[src/design/hsg_pkg.sv]
// ----------------------------------------------------------------------------
// hsg_pkg
// Shared constants, types and the grey quantizer for the half-size grey
// downsampler.
// ----------------------------------------------------------------------------
package hsg_pkg;

	// default geometry
	localparam int LINE_DEPTH_DEF   = 4096;
	localparam int CELLS_ACROSS_DEF = 32;
	localparam int CELLS_DOWN_DEF   = 8;

	// register reset value and register indexes
	localparam logic [7:0] CELL_SIZE_RST = 8'd20;
	localparam int         CFG_IDX_W     = 1;
	localparam logic [CFG_IDX_W-1:0] REG_CELL_WIDTH  = 1'b0;
	localparam logic [CFG_IDX_W-1:0] REG_CELL_HEIGHT = 1'b1;

	// field widths
	localparam int CHAN_W    = 8;
	localparam int PIX_W     = 10;
	localparam int PAIR_W    = 11;
	localparam int TOTAL_W   = 12;
	localparam int GREY_W    = 3;
	localparam int OUT_X_W   = 12;
	localparam int OUT_Y_W   = 10;

	// white neighbor of an odd-width cell: three channels at 255
	localparam logic [PAIR_W-1:0] WHITE_PIXEL_SUM = 11'd765;

	// floor(total / 12) >= t  is the same as  total >= 12 * t
	localparam int DIVISOR = 12;
	localparam logic [TOTAL_W-1:0] GREY_T1 = TOTAL_W'(DIVISOR * 'h30);
	localparam logic [TOTAL_W-1:0] GREY_T2 = TOTAL_W'(DIVISOR * 'h60);
	localparam logic [TOTAL_W-1:0] GREY_T3 = TOTAL_W'(DIVISOR * 'h90);
	localparam logic [TOTAL_W-1:0] GREY_T4 = TOTAL_W'(DIVISOR * 'hC0);

	localparam logic [GREY_W-1:0] GREY_MAX = 3'd4;

	typedef struct packed {
		logic op;     // item reaches the line store
		logic lower;  // lower row of a block: read and emit
		logic last;   // final result of the image
	} scan_flags_t;

	function automatic logic [GREY_W-1:0] grey_of(input logic [TOTAL_W-1:0] total);
		logic [GREY_W-1:0] g;
		if (total >= GREY_T4) begin
			g = 3'd4;
		end else if (total >= GREY_T3) begin
			g = 3'd3;
		end else if (total >= GREY_T2) begin
			g = 3'd2;
		end else if (total >= GREY_T1) begin
			g = 3'd1;
		end else begin
			g = 3'd0;
		end
		return g;
	endfunction

endpackage

[src/design/hsg_scan.sv]
// ----------------------------------------------------------------------------
// hsg_scan
// Raster position tracking, pixel sums and pairing of horizontal neighbors.
// ----------------------------------------------------------------------------
module hsg_scan #(
	parameter int  CELLS_ACROSS = hsg_pkg::CELLS_ACROSS_DEF,
	parameter int  CELLS_DOWN   = hsg_pkg::CELLS_DOWN_DEF,
	localparam int CCW = (CELLS_ACROSS > 1) ? $clog2(CELLS_ACROSS) : 1,
	localparam int CRW = (CELLS_DOWN > 1) ? $clog2(CELLS_DOWN) : 1
) (
	input  logic                       clk,
	input  logic                       arst_n,
	input  logic                       accept,
	input  logic                       sof,
	input  logic [7:0]                 red,
	input  logic [7:0]                 green,
	input  logic [7:0]                 blue,
	input  logic [7:0]                 cell_width,
	input  logic [7:0]                 cell_height,
	output hsg_pkg::scan_flags_t       flags,
	output logic [hsg_pkg::PAIR_W-1:0] pair,
	output logic [CCW-1:0]             cell_column,
	output logic [6:0]                 bx,
	output logic [CRW-1:0]             cell_row,
	output logic [6:0]                 by,
	output logic [7:0]                 dw,
	output logic [6:0]                 dh
);
	import hsg_pkg::*;

	logic [7:0]       col_q, row_q;
	logic [CCW-1:0]   cc_q;
	logic [CRW-1:0]   cr_q;
	logic [PIX_W-1:0] left_q;

	logic [7:0]       col, row, cw, ch;
	logic [PIX_W-1:0] pix;
	logic [8:0]       row_inc;
	logic             col_wrap, cc_wrap, row_wrap, cr_wrap;
	logic             active, odd;

	// start of image clears the position before this pixel is used
	assign col         = sof ? 8'd0 : col_q;
	assign row         = sof ? 8'd0 : row_q;
	assign cell_column = sof ? '0 : cc_q;
	assign cell_row    = sof ? '0 : cr_q;

	assign cw = (cell_width == 8'd0) ? 8'd1 : cell_width;
	assign ch = (cell_height == 8'd0) ? 8'd1 : cell_height;

	assign pix     = PIX_W'(red) + PIX_W'(green) + PIX_W'(blue);
	assign row_inc = {1'b0, row} + 9'd1;

	assign col_wrap = ({1'b0, col} + 9'd1) >= {1'b0, cw};
	assign cc_wrap  = ({1'b0, cell_column} + 1'b1) >= (CCW + 1)'(CELLS_ACROSS);
	assign row_wrap = row_inc >= {1'b0, ch};
	assign cr_wrap  = ({1'b0, cell_row} + 1'b1) >= (CRW + 1)'(CELLS_DOWN);

	// the last row of an odd-height cell is dropped
	assign active = row[0] || !row_wrap;
	assign odd    = col[0];

	assign flags.op    = active && (odd || col_wrap);
	assign flags.lower = row[0];
	assign flags.last  = col_wrap && (row_inc >= {1'b0, ch & 8'hFE}) && cc_wrap && cr_wrap;

	assign pair = odd ? (PAIR_W'(left_q) + PAIR_W'(pix)) : (PAIR_W'(pix) + WHITE_PIXEL_SUM);

	assign bx = col[7:1];
	assign by = row[7:1];
	assign dw = 8'(({1'b0, cw} + 9'd1) >> 1);
	assign dh = ch[7:1];

	always_ff @(posedge clk or negedge arst_n) begin
		if (!arst_n) begin
			col_q  <= '0;
			row_q  <= '0;
			cc_q   <= '0;
			cr_q   <= '0;
			left_q <= '0;
		end else if (accept) begin
			// hold the left pixel of a pair until its partner arrives
			if (active && !odd && !col_wrap) begin
				left_q <= pix;
			end
			if (col_wrap) begin
				col_q <= '0;
				if (cc_wrap) begin
					cc_q <= '0;
					if (row_wrap) begin
						row_q <= '0;
						cr_q  <= cr_wrap ? '0 : cell_row + 1'b1;
					end else begin
						row_q <= row + 8'd1;
						cr_q  <= cell_row;
					end
				end else begin
					cc_q  <= cell_column + 1'b1;
					row_q <= row;
					cr_q  <= cell_row;
				end
			end else begin
				col_q <= col + 8'd1;
				cc_q  <= cell_column;
				row_q <= row;
				cr_q  <= cell_row;
			end
		end
	end

endmodule

[config.mk]
export PLATFORM = sky130hd
export DESIGN_NAME = hsg_scan
export DESIGN_NICKNAME = d
export VERILOG_FILES = /design/src/design/hsg_pkg.sv /design/src/design/hsg_scan.sv
export SDC_FILE = /design/constraint.sdc
export NUM_CORES = 1
export LEC_CHECK = 0
export BUFFER_PORTS_ARGS = -buffer_cell sky130_fd_sc_hd__buf_2
export CAP_MARGIN = 20
export CORE_ASPECT_RATIO = 1.4
export CORE_UTILIZATION = 45
export DETAILED_ROUTE_END_ITERATION = 6
export PLACE_DENSITY = 0.7
export SKIP_LAST_GASP = 1
export SYNTH_ARGS = -nofsm -noshare
export SYNTH_HDL_FRONTEND = slang
export SYNTH_SLANG_ARGS = --single-unit
[constraint.sdc]
create_clock -name clk -period 11.3 [get_ports clk]
set_clock_uncertainty 0.2 [all_clocks]
set_input_delay 2.26 -clock clk [delete_from_list [all_inputs] [get_ports clk]]
set_output_delay 2.26 -clock clk [all_outputs]
set_load 0.005 [all_outputs]
==> run metrics, run 1 <==
top cells by area, synth=dfrtp_1, ha_1, fa_1; Worst Path Max Fanout=44; DRC=0; Pwr Density=~130 mW/mm2; Seq/Total Area, Yosys=24.3%; synthesized cell area=0.00350 mm2; Post-CTS Setup Inserts=0; period utilization=73.2%; # IOs=95; worst hold path endpoint=left_q[3]$_DFFE_PN0P_; max_cap viols=0; Peak VDD IR=approximately 63 uV; Worst Setup SP=sof; post-route design area=0.00414 mm2; Nets=580; ANT cells=0; Worst-Margin Slew=745 ps; fmax=0.121 GHz; vias in the first global route=3078; hold slack=about 300 ps; average routed wire per standard cell=14.1 um; GRT Total Usage=20.8%; Worst setup EP type=output pin; Cell Rows=37; Setup Viol. Count Final=0; Routed Antenna Nets=0; Slew HR=about half; DP Worst Slack=a little over 3000 ps; deepest clock path buffer count=2; Data required, critical path=8840 ps; Resize count post-CTS=0; via-per-instance ratio=5.45; share of layout cells above drive strength 1=23.7%; reg2reg end=left_q[2]$_DFFE_PN0P_; Clock Latency Late Sink=290 ps; synth unique cells=53; Post-Syn Instances=slightly above 400; GRT overflow=0; Worst Path Arrival=5820 ps; CTS Sinks=34; Post-Syn Area per Cell=approximately 8.7 um2; first-pass GRT wire length=13800 um; Hold Violations, Final=0; post-route setup TNS=0 ps; P_leak=2.10 nW; top_reg_cell synth=dfrtp_1; height of the die=106 um; Die ar.=0.00814 mm2; CTS HTree Levels=2; CP startpoint kind=input port; most frequent cell after synthesis=ha_1; Post-CTS Hold Buffers=0; register area=851 um2; share of the synthesized area in the top cell type=about a quarter; placed instance area=0.00403 mm2; Post-Route WL=8270 um; worst setup margin=a little over 3000 ps; biggest cell delay along the critical path=between 500 and 600 ps; CTS tree=built; Reg clk slew, reported paths=70 ps; DRT iter0 DRCs=between 100 and 150; hold depth=1; initial core utilization=roughly 47%; status=finished, final reports clean; Die X=76.5 um; multi-input logic area=0.00244 mm2; area leader, netlist=dfrtp_1; crit path cell chain=buf_2, nand2b_1, inv_1, ha_1, nand4b_1, nor3_1, xor2_1, ha_1, a21oi_1, o221ai_1, a31oi_1, a21oi_1, buf_4, o21ai_0, nor2_1, buf_2; ys async rst share=100%; unrepaired setup endpoints after global routing=no; number of CTS-inserted buffers=5; Hold WC Path Type=flip-flop to flip-flop; Post-synth top cells=ha_1, inv_1, dfrtp_1; Worst R2R Start=col_q[0]$_DFFE_PN0P_; Pre-antenna DRT Iters=4; number of synthesized flops with an enable pin=0; Syn. warnings=0; P&R area growth vs syn=18.3%; largest net degree at the start of global routing=45; hold path start=left_q[3]$_DFFE_PN0P_; Mapped Nets=496; CP max stage cell=a31oi_1; r2r worst-path depth=13; Max Slew Vio Count=0; antenna violations before repair=0; CTS root buf=clkbuf_8; Util after Layout=55.6%; Placer Congestion=0.842; R2R setup slack=6960 ps; Filler Cell Count=714; Setup CP Type=input port to output pin; hpwl dp=6660 um; Buffers on Ports=between 90 and 100; FF+latch count, synth=34; via count=3191; Core Footprint=0.00745 mm2; post-route minimum period=about 8300 ps
-- kinds of logic (layout without fill, tap and decap cells) --
| group | Yosys count | in the layout | share of synthesized area [%] |
|---|---|---|---|
| multiplexers | 11 | 11 | 3.50 |
| buffers and inverters | 55 | 140 | 5.90 |
| XOR/XNOR | 30 | 30 | 7.93 |
| AND/OR/NAND/NOR | 134 | 134 | 20.6 |
| adder cells (fa/ha/maj) | 48 | 48 | 19.3 |
| AO/OA/AOI/OAI | 92 | 92 | 18.4 |
| flip-flops | 34 | 34 | 24.3 |
-- flip-flops by register name (all words and copies together) (netlist names) --
signal	cells
row_q	8
col_q	8
cc_q	5
cr_q	3
left_q	10
-- power by group --
part / internal, mW / switching (mW)
clock network: 0.0658 / 0.0466
logic: 0.141 / 0.150
registers: 0.140 / 0.00827
-- critical path, delay by kind of cell --
family	cells	cell delay (ps)
AOI/OAI and AO/OA	5	1040
xor gates and xnor gates	1	220
buffers and inverters	4	990
and+or+nand+nor	4	760
adders and majority gates	2	540
-- cell usage in the layout (no fill, tap or decap), types with 4 or more instances in the layout --
cell,synthesis,layout
buf_2,0,94
ha_1,38,38
inv_1,37,37
dfrtp_1,34,34
nor2_1,26,26
nand3_1,25,25
nor2b_1,20,20
o21ai_0,20,20
xnor2_1,18,18
a21oi_1,16,16
nand2_1,16,16
nand2b_1,12,12
xor2_1,11,11
mux2_2,10,10
fa_1,10,10
and3_1,7,7
nor3_1,7,7
a22o_1,7,7
a21o_1,6,6
a21boi_0,5,5
clkbuf_8,0,5
nand4_1,4,4
a31oi_1,4,4
-- metal layers --
layer  GRT usage (%)  wire length, um  vias to the layer above
met5               0                0                        -
li1                -                -                     1597
met2            39.8             4410                       94
met4            7.69              124                        0
met1            23.0             3400                     1490
met3            2.75              331                       10
-- cell type report --
type / instances / area share (%)
Multi-Input combinational cell: 315 / 59.0
Inverter: 37 / 3.35
Clock buffer: 6 / 1.75
Timing Repair Buffer: 95 / 11.5
Clock inverter: 2 / 0.906
Tap cell: 97 / 2.93
Sequential cell: 34 / 20.5
-- worst max-delay path by stage --
stage | to | slack (ps) | cells past startpoint
floorplan | pair[9] | 3650 | 13
global placement | flags[0] | 3090 | 16
detailed placement | flags[0] | 3050 | 16
CTS | flags[0] | 3000 | 16
global route | flags[0] | 2630 | 16
finish | flags[0] | 3020 | 16
-- through the flow --
step	total power, mW	cells
after detailed placement	0.442	578
after floorplan	0.349	404
after CTS	0.556	586
final	0.552	586
after global routing	0.595	586
after global placement	0.433	578
(Power assumes the default switching activity.)
==> run 2, diff against run 1 <==
==> constraint.sdc (replaced) <==
create_clock -name clk -period 8.3 [get_ports clk]
set_clock_uncertainty 0.2 [all_clocks]
set_input_delay 1.66 -clock clk [delete_from_list [all_inputs] [get_ports clk]]
set_output_delay 1.66 -clock clk [all_outputs]
set_load 0.005 [all_outputs]
==> run metrics, run 2 (same netlist as run 1, synthesis figures left out) <==
status=finished, final reports clean; Hold WC Path Type=flip-flop to flip-flop; post-route setup TNS=0 ps; Comb pwr share=55.0%; CP startpoint kind=input port; hold slack=300 ps; DRC=0; Sequential Power Share=28.0%; max reg flops=10; Worst setup EP type=output pin; Clock Power Share=about 17%; Data required, critical path=6440 ps; Post-CTS Setup Inserts=0; first-pass GRT wire length=14300 um; height of the die=roughly 110 um; via count=3212; Routed Antenna Nets=0; Nets=slightly below 600; Slew HR=about half; largest net degree at the start of global routing=35; period utilization=83.3%; # IOs=between 90 and 100; Placer Congestion=0.890; average routed wire per standard cell=14.2 um; Pwr Density=175 mW/mm2; Die X=76.5 um; Die ar.=0.00814 mm2; vias in the first global route=3194; GRT overflow=0; crit path cell chain=buf_2, nand2b_1, inv_1, ha_1, nand4b_1, nor3_1, xor2_1, ha_1, a21oi_1, o221ai_1, a31oi_1, and2_1, a21oi_1, buf_2; CTS root buf=clkbuf_8; Clock Latency Late Sink=just under 300 ps; Resize count post-CTS=0; antenna violations before repair=0; Int Pwr=0.443 mW; Reg clk slew, reported paths=70 ps; Core Footprint=~0.0075 mm2; P_leak=roughly 2.1 nW; DRT iter0 DRCs=72; Cell Rows=37; CP max stage cell=a31oi_1; CTS Sinks=34; Post-CTS Hold Buffers=0; unrepaired setup endpoints after global routing=no; biggest cell delay along the critical path=420 ps; number of CTS-inserted buffers=5; via-per-instance ratio=5.46; CTS HTree Levels=2; deepest clock path buffer count=2; CTS tree=built; top flop regs=left_q: 10 flops, col_q: 8 flops, row_q: 8 flops; Biggest register=left_q; fmax=0.145 GHz; Setup CP Type=input port to output pin; commonest non-fill, non-tap cell in the layout=buf_2; Design Power=just over 0.7 mW; NetSw=0.279 mW; hpwl dp=slightly below 7000 um; Setup Viol. Count Final=0; P&R area growth vs syn=18.1%; Worst-Margin Slew=between 700 and 800 ps; Post-Route WL=~8300 um; initial core utilization=47.0%; Peak VDD IR=95.5 uV; Buffers on Ports=94; Worst Path Arrival=between 5000 and 6000 ps; share of layout cells above drive strength 1=24.0%; ANT cells=0; Hold Violations, Final=0; Pre-antenna DRT Iters=4; post-route minimum period=6910 ps; Max Slew Vio Count=0; GRT Total Usage=21.5%; Worst Path Max Fanout=34; switching share of power=38.6%; most frequent cells in the layout=buf_2, ha_1, inv_1; max_cap viols=0
[run 2: worst paths after layout]
check                      slack (ps)  cells past startpoint                 start                    end
min reg2reg                       300                      1   cr_q[2]$_DFFE_PN0P_    cr_q[2]$_DFFE_PN0P_
max reg2reg                      4020                     13  col_q[0]$_DFFE_PN0P_  left_q[8]$_DFFE_PN0P_
min in group asynchronous        1240                      1                arst_n   col_q[3]$_DFFE_PN0P_
min                               300                      1   cr_q[2]$_DFFE_PN0P_    cr_q[2]$_DFFE_PN0P_
max                              1390                     14                   sof               flags[2]
max in group asynchronous        6170                      1                arst_n  left_q[9]$_DFFE_PN0P_
[run 2: worst max-delay path, delay by kind of cell]
family                     cells  cell delay, ps
and+or+nand+nor                4            1070
xor gates and xnor gates       1             220
AOI/OAI and AO/OA              4             810
buffers and inverters          3             740
adders and majority gates      2             550
[run 2: area by class of cell]
cell class	count	area, um2
timing repair buffer	97	493
multi-input combinational	315	2440
fill	691	3320
sequential	34	851
clock buffer	6	72.6
inverter	37	139
clock inverter	2	13.8
tap	97	121
[run 2: routing by layer]
layer,wire length (um),share of wire [%],track usage (%),vias up
met5,0,0,0,-
met4,219,2.6,8.10,0
met3,308,3.7,2.75,18
met2,4470,54,41.4,84
met1,3350,40,23.7,1511
li1,-,-,-,1599
[run 2: power groups by stage]
stage | Combinational (mW) | Clock [mW] | Sequential, mW
final | 0.397 | 0.123 | 0.202
after global routing | 0.443 | 0.133 | 0.205
after CTS | 0.402 | 0.125 | 0.202
after detailed placement | 0.400 | 0 | 0.205
after global placement | 0.388 | 0 | 0.204
after floorplan | 0.274 | 0 | 0.201
[run 2: through the flow]
| step | setup slack (ps) | util, % | cells | cell area, um2 |
|---|---|---|---|---|
| 2_1_floorplan | 1850 | - | 404 | 3500 |
| 3_3_place_gp | 1530 | 54.3 | 580 | 4050 |
| 3_5_place_dp | 1420 | 54.3 | 580 | 4050 |
| 4_1_cts | 1380 | 55.5 | 588 | 4130 |
| 5_1_grt | 1040 | 55.5 | 588 | 4130 |
| 6_report | 1390 | 55.5 | 588 | 4130 |
==> run 3, diff against run 2 <==
--- a/config.mk
+++ b/config.mk
@@ -5,12 +5,13 @@
 export SDC_FILE = /design/constraint.sdc
 export NUM_CORES = 1
 export LEC_CHECK = 0
+export ABC_AREA = 1
 export BUFFER_PORTS_ARGS = -buffer_cell sky130_fd_sc_hd__buf_2
 export CAP_MARGIN = 20
 export CORE_ASPECT_RATIO = 1.4
 export CORE_UTILIZATION = 45
 export DETAILED_ROUTE_END_ITERATION = 6
-export PLACE_DENSITY = 0.7
+export PLACE_DENSITY = 0.69
 export SKIP_LAST_GASP = 1
 export SYNTH_ARGS = -nofsm -noshare
 export SYNTH_HDL_FRONTEND = slang
==> constraint.sdc (replaced) <==
create_clock -name clk -period 6.6 [get_ports clk]
set_clock_uncertainty 0.2 [all_clocks]
set_input_delay 1.32 -clock clk [delete_from_list [all_inputs] [get_ports clk]]
set_output_delay 1.32 -clock clk [all_outputs]
set_load 0.005 [all_outputs]
==> run metrics, run 3 <==
status=finished, final reports clean; Inst Count DP=~710; crit path cell chain=buf_2, inv_4, nand2_1, inv_1, ha_1, nand3_1, nor2_2, nand3_1, xor2_1, ha_1, nand2_1, nand2_1, a21oi_1, and2_4, nand3_4, nand2_2, o21ai_1, inv_1, buf_2; Post-synth top cells=nand2_1, inv_1, nand3_1; Syn. warnings=0; DP Worst Slack=741 ps; Pre-antenna DRT Iters=4; Data required, critical path=5080 ps; max reg flops=10; Resize count post-CTS=0; average routed wire per standard cell=between 10 and 15 um; Nets=around 700; CTS HTree Levels=2; DRC=0; top cells by area, synth=dfrtp_1, ha_1, nand2_1; post-route setup TNS=0 ps; # IOs=95; number of synthesized flops with an enable pin=0; Worst R2R Start=col_q[0]$_DFFE_PN0P_; Setup Viol. Count Final=0; top flop regs=left_q: 10 flops, col_q: 8 flops, row_q: 8 flops; share of layout cells above drive strength 1=23.1%; Pwr Density=214 mW/mm2; Mapped Nets=620; hpwl dp=7180 um; P_leak=2.57 nW; Seq/Total Area, Yosys=22.4%; Worst Setup SP=sof; Die ar.=slightly below 0.009 mm2; CTS tree=built; Worst Path Arrival=4350 ps; via-per-instance ratio=5.10; most frequent cell after synthesis=nand2_1; DRT iter0 DRCs=136; synthesized cell area=0.00379 mm2; Biggest register=left_q; synth unique cells=46; FF+latch count, synth=34; Worst Path Max Fanout=16; Buffers on Ports=between 90 and 100; Peak VDD IR=between 100 and 150 uV; Hold WC Path Type=flip-flop to flip-flop; Clock Latency Late Sink=280 ps; Worst path depth=19; unrepaired setup endpoints after global routing=no; largest delay contributor family on the critical path=simple AND/OR/NAND/NOR gates; Max Slew Vio Count=0; largest net degree at the start of global routing=35; area leader, netlist=dfrtp_1; Worst setup endpoint=flags[2]; CTS root buf=clkbuf_16; Post-Syn Area per Cell=~7 um2; share of the synthesized area in the top cell type=22.4%; Post-Route WL=8770 um; fmax=0.170 GHz; CTS Sinks=34; worst setup margin=approximately 730 ps; height of the die=111 um; Reg clk slew, reported paths=50 ps; Worst setup EP type=output pin; CP max stage cell=ha_1; Slew HR=48.8%; deepest clock path buffer count=2; period utilization=88.9%; Post-Syn Instances=528; WP buf/inv=5; R2R setup slack=3230 ps; Setup CP Type=input port to output pin; biggest cell delay along the critical path=280 ps; commonest non-fill, non-tap cell in the layout=nand2_1; r2r worst-path depth=15; Core Footprint=0.00815 mm2; GRT Total Usage=20.8%; Util after Layout=a little over half; Worst-Margin Slew=768 ps; CP startpoint kind=input port; initial core utilization=46.5%; ANT cells=0; vias in the first global route=3564; number of CTS-inserted buffers=5; Post-CTS Hold Buffers=0; Routed Antenna Nets=0; max_cap viols=0; Post-CTS Setup Inserts=0; P&R area growth vs syn=16.9%; antenna violations before repair=0; CP dominant cell by count=nand2_1; top_reg_cell synth=dfrtp_1; first-pass GRT wire length=about 15000 um; ys async rst share=100%; Cell Rows=39; most frequent cells in the layout=nand2_1, buf_2, inv_1; via count=3638; Placer Congestion=0.854; post-route minimum period=5870 ps; GRT overflow=0; reg2reg end=left_q[6]$_DFFE_PN0P_; Hold Violations, Final=0; Die X=79.6 um; post-route insts no fill=713
## run 3: cell count changes after synthesis, moves of 12 or more
cell,before,now
xor2_1,11,23
xnor2_1,18,6
nor2b_1,20,0
nand2_1,16,115
nand3_1,25,54
nand2b_1,12,0
o21ai_1,0,12
inv_1,37,86
## run 3: metal layers
layer / track usage, % / part of all wire [%] / vias up
met3: 2.40 / 3.2 / 10
met4: 7.88 / 1.7 / 0
li1: - / - / 1868
met2: 38.5 / 53 / 89
met5: 0 / 0 / -
met1: 23.4 / 43 / 1671
## run 3: tightest hold or removal path: stages (launching register included)
cell,delay [ps]
dfrtp_1,340
o21ai_1,60
nand2_1,50
## run 3: report_power, final
| part | switching (mW) | internal, mW |
|---|---|---|
| logic | 0.266 | 0.200 |
| registers | 0.0132 | 0.234 |
| clock network | 0.0859 | 0.149 |
| total | 0.366 | 0.583 |
## run 3: cell families after synthesis
group	after synthesis	synth area share [%]
xor+xnor	30	7.32
compound gates	60	9.27
fa+ha+maj	48	17.8
buf+inv	111	12.1
flops	34	22.4
simple gates	245	31.1
## run 3: area by class of cell
class,count,area [um2]
Sequential cell,34,851
Inverter,92,348
Clock inverter,2,12.5
Tap cell,102,128
Timing Repair Buffer,94,470
Clock buffer,6,139
Fill cell,802,3720
Multi-Input combinational cell,383,2480
## run 3: worst min-delay path by stage
stage	depth (start not counted)	end	startpoint	slack, ps
3_5_place_dp	2	left_q[9]$_DFFE_PN0P_	left_q[9]$_DFFE_PN0P_	270
2_1_floorplan	2	left_q[0]$_DFFE_PN0P_	left_q[0]$_DFFE_PN0P_	240
3_3_place_gp	2	left_q[3]$_DFFE_PN0P_	left_q[3]$_DFFE_PN0P_	260
5_1_grt	2	left_q[9]$_DFFE_PN0P_	left_q[9]$_DFFE_PN0P_	300
6_report	2	left_q[9]$_DFFE_PN0P_	left_q[9]$_DFFE_PN0P_	280
4_1_cts	2	left_q[9]$_DFFE_PN0P_	left_q[9]$_DFFE_PN0P_	280
## run 3: per-stage QoR
step / total power [mW] / hold WS [ps] / instance area [um2]
floorplan: 0.564 / 243 / 3790
global placement: 0.706 / 258 / 4280
detailed placement: 0.715 / 268 / 4280
CTS: 0.956 / 281 / 4430
global route: 1.03 / 300 / 4430
finish: 0.949 / 278 / 4430
